===== src/hw/rtl/ems_pkg.sv =====
// types, codes and the floor sensor helper for the elevator motor sequencer
// used by ems_step and elevator_motor_sequencer; no dependencies

package ems_pkg;

    // number of floors served, ground is floor 0
    localparam int NUM_FLOORS = 4;

    typedef enum logic {
        OP_GOTO = 1'b0,
        OP_TICK = 1'b1
    } op_t;

    typedef enum logic [1:0] {
        DIR_NONE = 2'd0,
        DIR_UP   = 2'd1,
        DIR_DOWN = 2'd2
    } dir_t;

    typedef enum logic [1:0] {
        SPD_STOP = 2'd0,
        SPD_SLOW = 2'd1,
        SPD_FAST = 2'd2
    } speed_t;

    typedef struct packed {
        op_t        op;
        logic [1:0] goal_floor;
        logic [1:0] cab_floor;
        logic [3:0] up_sensors_n;
        logic [3:0] down_sensors_n;
    } in_item_t;

    typedef struct packed {
        dir_t   motor_direction;
        speed_t motor_speed;
        logic   running;
        logic   accepted;
        logic   arrived;
    } out_item_t;

    // sequencer state carried from one beat to the next
    typedef struct packed {
        logic [1:0] start_level;
        logic [1:0] end_level;
        logic       departed;
        dir_t       direction;
        speed_t     speed;
        logic       active;
    } ems_state_t;

    // active-low approach sensors; ground has only up, top floor only down
    function automatic logic floor_sensed(input logic [1:0] level,
                                          input logic [3:0] up_n,
                                          input logic [3:0] down_n);
        logic up_on;
        logic down_on;
        up_on   = ~up_n[level];
        down_on = ~down_n[level];
        if ({30'd0, level} == 32'(NUM_FLOORS - 1)) begin
            return down_on;
        end else if (level == 2'd0) begin
            return up_on;
        end else begin
            return up_on | down_on;
        end
    endfunction

endpackage


===== src/hw/rtl/ems_step.sv =====
// next-state and result logic for one beat of the motor sequencer
// depends on ems_pkg

module ems_step
    import ems_pkg::*;
(
    input  in_item_t   item,
    input  ems_state_t cur_state,
    output ems_state_t next_state,
    output out_item_t  result
);

    dir_t goto_dir;
    logic goto_ok;
    logic accepted;
    logic arrived;
    logic start_sensed;
    logic end_sensed;

    always_comb begin
        if (item.cab_floor < item.goal_floor) begin
            goto_dir = DIR_UP;
        end else if (item.cab_floor > item.goal_floor) begin
            goto_dir = DIR_DOWN;
        end else begin
            goto_dir = DIR_NONE;
        end
    end

    assign goto_ok = (cur_state.direction == DIR_NONE) || (cur_state.direction == goto_dir);

    assign start_sensed = floor_sensed(cur_state.start_level,
                                       item.up_sensors_n, item.down_sensors_n);
    assign end_sensed   = floor_sensed(cur_state.end_level,
                                       item.up_sensors_n, item.down_sensors_n);

    always_comb begin
        next_state = cur_state;
        accepted   = 1'b0;
        arrived    = 1'b0;
        case (item.op)
            OP_GOTO: begin
                // start and end are taken even if the move is refused
                next_state.start_level = item.cab_floor;
                next_state.end_level   = item.goal_floor;
                if (goto_ok) begin
                    next_state.direction = goto_dir;
                    next_state.active    = 1'b1;
                    accepted             = 1'b1;
                end
            end
            OP_TICK: begin
                if (cur_state.active) begin
                    if (item.cab_floor == cur_state.end_level) begin
                        next_state.speed     = SPD_STOP;
                        next_state.direction = DIR_NONE;
                        next_state.departed  = 1'b0;
                        next_state.active    = 1'b0;
                        arrived              = 1'b1;
                    end else if (!cur_state.departed) begin
                        next_state.departed = start_sensed;
                        next_state.speed    = start_sensed ? SPD_FAST : SPD_SLOW;
                    end else if (end_sensed) begin
                        next_state.speed = SPD_SLOW;
                    end
                end
            end
            default: begin
                next_state = cur_state;
            end
        endcase
    end

    always_comb begin
        result.motor_direction = next_state.direction;
        result.motor_speed     = next_state.speed;
        result.running         = next_state.active;
        result.accepted        = accepted;
        result.arrived         = arrived;
    end

endmodule


===== src/hw/rtl/elevator_motor_sequencer.sv =====
// elevator motor sequencer: input register, step logic, result register
// depends on ems_pkg and ems_step
//
// Each input beat is a goto request or a monitor tick and gives exactly one
// result beat carrying the motor direction, speed and running flag after the
// beat, plus accepted (goto taken) and arrived (tick reached the end floor).
// A beat is captured in an input register, evaluated against the sequencer
// state by a short block of compares and muxes in ems_step, and the result
// lands in an output register. One beat is accepted per cycle while the
// output side takes results; a result beat is loaded into the output register
// as its beat leaves the input register, which stalls while an untaken result
// waits. The input and output registers form a two-deep pipeline, so a
// waiting result does not block the next input beat from being captured while
// the input register is empty. Sequencer state updates as a beat moves from
// the input register into the result register, so beats are applied in order.

module elevator_motor_sequencer
    import ems_pkg::*;
(
    input  logic      aclk,
    input  logic      aresetn,

    input  logic      s_valid,
    output logic      s_ready,
    input  in_item_t  s_item,

    output logic      m_valid,
    input  logic      m_ready,
    output out_item_t m_item
);

    // input stage
    logic       in_valid_reg;
    logic       in_valid_next;
    in_item_t   in_item_reg;

    // result stage
    logic       out_valid_reg;
    logic       out_valid_next;
    out_item_t  out_item_reg;

    // sequencer state
    ems_state_t state_reg;
    ems_state_t state_next;
    out_item_t  step_result;

    logic       advance;
    logic       s_fire;

    // a captured beat moves on when the result slot is free or being drained
    assign advance = in_valid_reg && (!out_valid_reg || m_ready);
    assign s_ready = !in_valid_reg || advance;
    assign s_fire  = s_valid && s_ready;

    ems_step u_step (
        .item       (in_item_reg),
        .cur_state  (state_reg),
        .next_state (state_next),
        .result     (step_result)
    );

    always_comb begin
        in_valid_next  = s_fire || (in_valid_reg && !advance);
        out_valid_next = advance || (out_valid_reg && !m_ready);
    end

    // control and state
    always_ff @(posedge aclk) begin
        if (!aresetn) begin
            in_valid_reg          <= 1'b0;
            out_valid_reg         <= 1'b0;
            state_reg.start_level <= 2'd0;
            state_reg.end_level   <= 2'd0;
            state_reg.departed    <= 1'b0;
            state_reg.direction   <= DIR_NONE;
            state_reg.speed       <= SPD_STOP;
            state_reg.active      <= 1'b0;
        end else begin
            in_valid_reg  <= in_valid_next;
            out_valid_reg <= out_valid_next;
            if (advance) begin
                state_reg <= state_next;
            end
        end
    end

    // payload, no reset needed
    always_ff @(posedge aclk) begin
        if (s_fire) begin
            in_item_reg <= s_item;
        end
        if (advance) begin
            out_item_reg <= step_result;
        end
    end

    assign m_valid = out_valid_reg;
    assign m_item  = out_item_reg;

    // a pending result always mirrors the current sequencer state
    assert property (@(posedge aclk) disable iff (!aresetn)
        out_valid_reg |-> (out_item_reg.running == state_reg.active)
                       && (out_item_reg.motor_direction == state_reg.direction)
                       && (out_item_reg.motor_speed == state_reg.speed))
        else $error("result beat disagrees with sequencer state");

    // idle sequencer holds the motor stopped with no direction
    assert property (@(posedge aclk) disable iff (!aresetn)
        !state_reg.active |-> (state_reg.speed == SPD_STOP)
                           && (state_reg.direction == DIR_NONE)
                           && !state_reg.departed)
        else $error("idle sequencer with motor not at rest");

    // once departed the motor is never stopped
    assert property (@(posedge aclk) disable iff (!aresetn)
        state_reg.departed |-> (state_reg.speed != SPD_STOP))
        else $error("departed while motor stopped");

    // a beat never reports both a goto accept and an arrival
    assert property (@(posedge aclk) disable iff (!aresetn)
        out_valid_reg |-> !(out_item_reg.accepted && out_item_reg.arrived))
        else $error("accepted and arrived in one beat");

    // an advancing beat always lands in the result register
    assert property (@(posedge aclk) disable iff (!aresetn)
        advance |=> out_valid_reg)
        else $error("advanced beat lost");

endmodule

===== config.mk =====
export PLATFORM = sky130hd
export DESIGN_NAME = elevator_motor_sequencer
export DESIGN_NICKNAME = d
export VERILOG_FILES = /design/src/hw/rtl/ems_pkg.sv /design/src/hw/rtl/ems_step.sv /design/src/hw/rtl/elevator_motor_sequencer.sv
export SDC_FILE = /design/constraint.sdc
export NUM_CORES = 1
export LEC_CHECK = 0
export ABC_AREA = 1
export ABC_CLOCK_PERIOD_IN_PS = 4000
export BUFFER_PORTS_ARGS = -buffer_cell sky130_fd_sc_hd__buf_2
export CORE_MARGIN = 10
export CORE_UTILIZATION = 52
export DETAILED_ROUTE_END_ITERATION = 7
export HOLD_SLACK_MARGIN = 0.02
export PLACE_DENSITY = 0.83
export RECOVER_POWER = 25
export REMOVE_ABC_BUFFERS = 1
export SLEW_MARGIN = 20
export SYNTH_ARGS = -nofsm -noshare
export SYNTH_HDL_FRONTEND = slang
export SYNTH_SLANG_ARGS = --single-unit

===== constraint.sdc =====
create_clock -name aclk -period 4 [get_ports aclk]
set_clock_uncertainty 0.2 [all_clocks]
set_input_delay 0.4 -clock aclk [delete_from_list [all_inputs] [get_ports aclk]]
set_output_delay 0.4 -clock aclk [all_outputs]
set_load 0.03 [all_outputs]

## Yosys cells after proc, flatten, opt, wreduce, memory -nomap -nowiden

Index checks and enable logic that the tools add are counted.

| word-level totals | value |
|---|---|
| register bits after elaboration | 32 |
| input port bits | 17 |

| operators by class | value |
|---|---|
| $lt $le $gt $ge | 4 |
| eq/ne operators | 4 |
| multiplexer cells | 30 |
| bitwise gates (word level) | 7 |
| reductions and logical operators | 19 |

Operators by type and width:

| kind | count |
|---|---|
| $mux W2 | 9 |
| $mux W1 | 14 |
| $bmux W1 S2 | 4 |
| $logic_not A2 Y1 | 3 |
| $lt A2 B3 Y1 const B | 2 |
| $logic_or A1 B1 Y1 | 5 |
| $mux W5 | 1 |
| $not A1 Y1 | 5 |
| $eq A2 B2 Y1 | 2 |
| $eq A2 B2 Y1 const B | 2 |
| $logic_and A1 B1 Y1 | 4 |
| $logic_not A1 Y1 | 4 |
| $pmux W2 S2 | 1 |
| $reduce_and A2 Y1 | 2 |
| $reduce_and A3 Y1 | 1 |
| $gt A2 B2 Y1 | 1 |
| $lt A2 B2 Y1 | 1 |
| $or A1 B1 Y1 | 2 |
| $pmux W1 S2 | 1 |

## Logic depth before layout (Yosys ltp)

| logic depth | value |
|---|---|
| word-level depth | 11 |
| depth in mapped cells | 9 |
| mapped depth without buffers | 9 |

## By module

From an unflattened synthesis, not the netlist that was laid out.

| second synthesis, totals | value |
|---|---|
| cell total of the unflattened synthesis | 179 |
| area, all modules | 1581.5 sq um |

By module, submodules not included:

| module | instances | cells an instance | area each (sq um) | seq. area each (sq um) |
|---|---|---|---|---|
| elevator_motor_sequencer | 1 | 98 | 1186.1 | 840.8 |
| ems_step | 1 | 81 | 395.4 | 0.0 |

## Worst setup path before layout

Ideal clock, no wire load.

| timing path | value |
|---|---|
| path type | register to register |
| start point | register out_valid_reg (netlist: m_valid) |
| end point | register in_item_reg[10] (netlist bit) (enable) |
| setup time | 289 ps |
| arrival | 1164 ps |
| required time | 3511 ps |
| path slack | 2347 ps |
| stages on the path, launching flop included | 4 |
| buffers on the path | 0 |
| period minus slack after synthesis | 1653 ps |
| cells stage by stage | dfxtp_1 nand3_1 nand2_1 inv_1 |

| on the way | value |
|---|---|
| word-level cells in the longest chain between the ends | 5 |

Ends and longest elaborated chain:

| element | RTL line | text |
|---|---|---|
| from (decl) | elevator_motor_sequencer.sv:38 | `logic out_valid_reg;` |
| from (signal assigned) | elevator_motor_sequencer.sv:80 | `out_valid_reg <= out_valid_next;` |
| $logic_not A1 Y1 | elevator_motor_sequencer.sv:51 | `assign advance = in_valid_reg && (!out_valid_reg \|\| m_ready);` |
| $logic_or A1 B1 Y1 | elevator_motor_sequencer.sv:51 |  |
| $logic_and A1 B1 Y1 | elevator_motor_sequencer.sv:51 |  |
| $logic_or A1 B1 Y1 | elevator_motor_sequencer.sv:52 | `assign s_ready = !in_valid_reg \|\| advance;` |
| named net s_ready | elevator_motor_sequencer.sv:24 | `output logic s_ready,` |
| $logic_and A1 B1 Y1 | elevator_motor_sequencer.sv:53 | `assign s_fire = s_valid && s_ready;` |
| named net s_fire | elevator_motor_sequencer.sv:48 | `logic s_fire;` |
| to (signal assigned) | elevator_motor_sequencer.sv:90 | `in_item_reg <= s_item;` |
| to (decl) | elevator_motor_sequencer.sv:35 | `in_item_t in_item_reg;` |

The timed path passes the listed nets, and every way through them passes these cells.
A chain may end at the register's enable or synchronous reset.

==> impl_metrics.py <==
metrics = {
    "clock_network": {
        "insertion_delay_ns": 0.31,
        "cts_resized": 0,
        "clkSlewWorstSetupHoldPaths_ns": 0.09,
        "htree_levels": 2,
        "cts_setup_buffers": 0,
        "holdBufCountCts": 0,
        "cts_buffer_depth": 2,
        "cts-buffers-inserted": 5,
        "cts_tree": "done",
        "cts_root_buffer": "clkbuf_4",
        "clock-sinks": 30,
    },
    "global_routing": {
        "grt_pass1_vias": 959,
        "gr-usage-all-layers_pct": 9.71,
        "antenna_found_initial": 0,
        "grt_pass1_wl_um": 3910,
        "globalRouteOverflowTotal": 0,
        "grt_max_degree": 16,
    },
    "setup_path": {
        "cp.required_ns": 3.88,
        "startpoint_type": "flop",
        "reg2reg_depth": 5,
        "critPathMaxFanout": 3,
        "cp.arrival_ns": 1.62,
        "cp-end-kind": "flop",
        "criticalPathCategory": "reg2reg",
    },
    "timing": {
        "fin_crit_ns": 1.74,
        "hold_viol": 0,
        "fin_setup_tns_ns": 0,
        "rsz0062_at_grt": "false",
        "setup_violations": 0,
        "timing.fmax_mhz": 574,
        "worstMarginPinSlew_ns": 0.379,
        "hold_slack_ns": 0.0556,
        "fin_crit_sh_pct": 43.6,
        "relSlewSlack_pct": 74.7,
        "slew_viol_final": 0,
        "finalWorstSetupSlack_ns": 2.26,
    },
    "detailed_routing": {
        "antenna_left": 0,
        "dr.pass1.iters": 4,
        "drt_iter0_markers": 26,
        "drt-total-wl_um": 2290,
        "wire_per_inst_um": 12.0,
        "num_vias": 954,
        "drc_errors": 0,
        "routed_via_density": 4.99,
    },
    "die": {
        "coreArea_mm2": 0.00228,
        "pin_count": 26,
        "die_h_um": 69.7,
        "die_area_mm2": 0.00485,
        "start_util_pct": 56.3,
        "rows": 17,
        "die_w_um": 69.7,
    },
    "synth": {
        "netlist_area_mm2": 0.00128,
        "syn_area_per_cell_um2": 9.72,
        "yosys.area_share.simple_pct": 15.6,
        "synthAdderAreaFrac_pct": 1.95,
        "synth_xor_area_share_pct": 1.37,
        "synth_seq_cells": 30,
        "yosysWarnings": 0,
        "synth_top_family_by_area": "simple AND/OR/NAND/NOR gates",
        "synth-compound-area-share_pct": 13.2,
        "netlist_instances": 132,
        "ys_types": 19,
        "synthMuxAreaShare_pct": 0,
        "ys_seq_area_share_pct": 60.9,
    },
    "cells_and_area": {
        "drive_gt1_share_pct": 27.6,
        "largest_reg_flops": 11,
        "final_core_util_pct": 65.1,
        "area_growth_pct": 15.5,
        "fill_cells": 183,
        "layout_common_cells": "nand2_1, buf_2, edfxtp_1, inv_1, dfxtp_1",
        "layout_commonest_cell": "nand2_1",
        "fin_nets": 181,
        "antenna_cells": 0,
        "fin_cells": 191,
    },
    "place": {
        "io_buffers": 23,
        "dp.cells": 183,
        "gp_congestion": 0.753,
        "dp_hpwl_um": 1850,
        "pre_cts_ws_ns": 2.26,
    },
    "run_status": {
        "status": "complete, no violations",
    },
    "worst_hold_path": {
        "hold_class": "in2reg",
        "holdPathStages": 1,
    },
    "power_and_ir_drop": {
        "power_density_mw_per_mm2": 397,
        "ir_worst_vdd_mv": 0.272,
        "p_leak_nw": 0.651,
    },
    "job": {
        "maxCapViolCount": 0,
    },
}
[per-layer routing]
layer	vias to the layer above	wire, um	GRT usage, %
li1	494	-	-
met1	426	993	9.93
met2	30	1100	15.9
met3	4	174	5.99
met4	0	25	3.26
met5	-	0	0
[synthesized netlist by cell type, drive strengths merged]
master | instances | area share, %
dfxtp | 12 | 19
edfxtp | 18 | 42
inv | 24 | 7.0
and2 | 1 | 0.49
nor2 | 8 | 2.9
ha | 2 | 2.0
a21oi | 12 | 5.6
nand3 | 7 | 3.1
o21ai | 15 | 6.4
xnor2 | 2 | 1.4
o211ai | 2 | 1.2
nand2 | 29 | 9.1
[cell type report]
class	count	area, um^2	area share, %
sequential	30	781	52.7
multi-input combinational	78	412	27.8
timing repair buffer	23	115	7.77
inverter	24	90.1	6.08
clock buffer	5	37.5	2.53
tap	28	35.0	2.36
clock inverter	3	11.3	0.760
[critical path, cell delays in order, from the launching register on]
cell	delay (ns)
edfxtp_1	0.44
ha_1	0.33
a21oi_1	0.23
nor2_1	0.11
o21ai_2	0.15
inv_1	0.06
[through the flow]
stage / cell area (um^2) / total power, W
after floorplan: 1280 / 0.000418
after global placement: 1430 / 0.000437
after detailed placement: 1430 / 0.000442
after CTS: 1480 / 0.000597
after global routing: 1480 / 0.000624
final: 1480 / 0.000588
[path summary, 6_finish.rpt]
path / slack (ns) / end / startpoint
min reg2reg: 0.27 / m_valid / in_valid_reg
max: 2.26 / m_item[6] / in_item_reg[9]
max reg2reg: 2.26 / m_item[6] / in_item_reg[9]
min: 0.06 / in_item_reg[3] / s_item[3]
[cells by family (layout without fill, tap and decap cells)]
group / count (synthesis) / after routing
flip-flops: 30 / 30
AND/OR/NAND/NOR: 45 / 45
AO/OA/AOI/OAI: 29 / 29
buffers and inverters: 24 / 55
XOR/XNOR: 2 / 2
adder cells (fa/ha/maj): 2 / 2
[report_power, final]
group / internal, W / leakage (nW) / switching [W]
Clock: 0.0000625 / 0.0277 / 0.0000911
Combinational: 0.0000267 / 0.351 / 0.0000513
Sequential: 0.000347 / 0.272 / 0.00000934
Power figures use the tool's default switching activity.
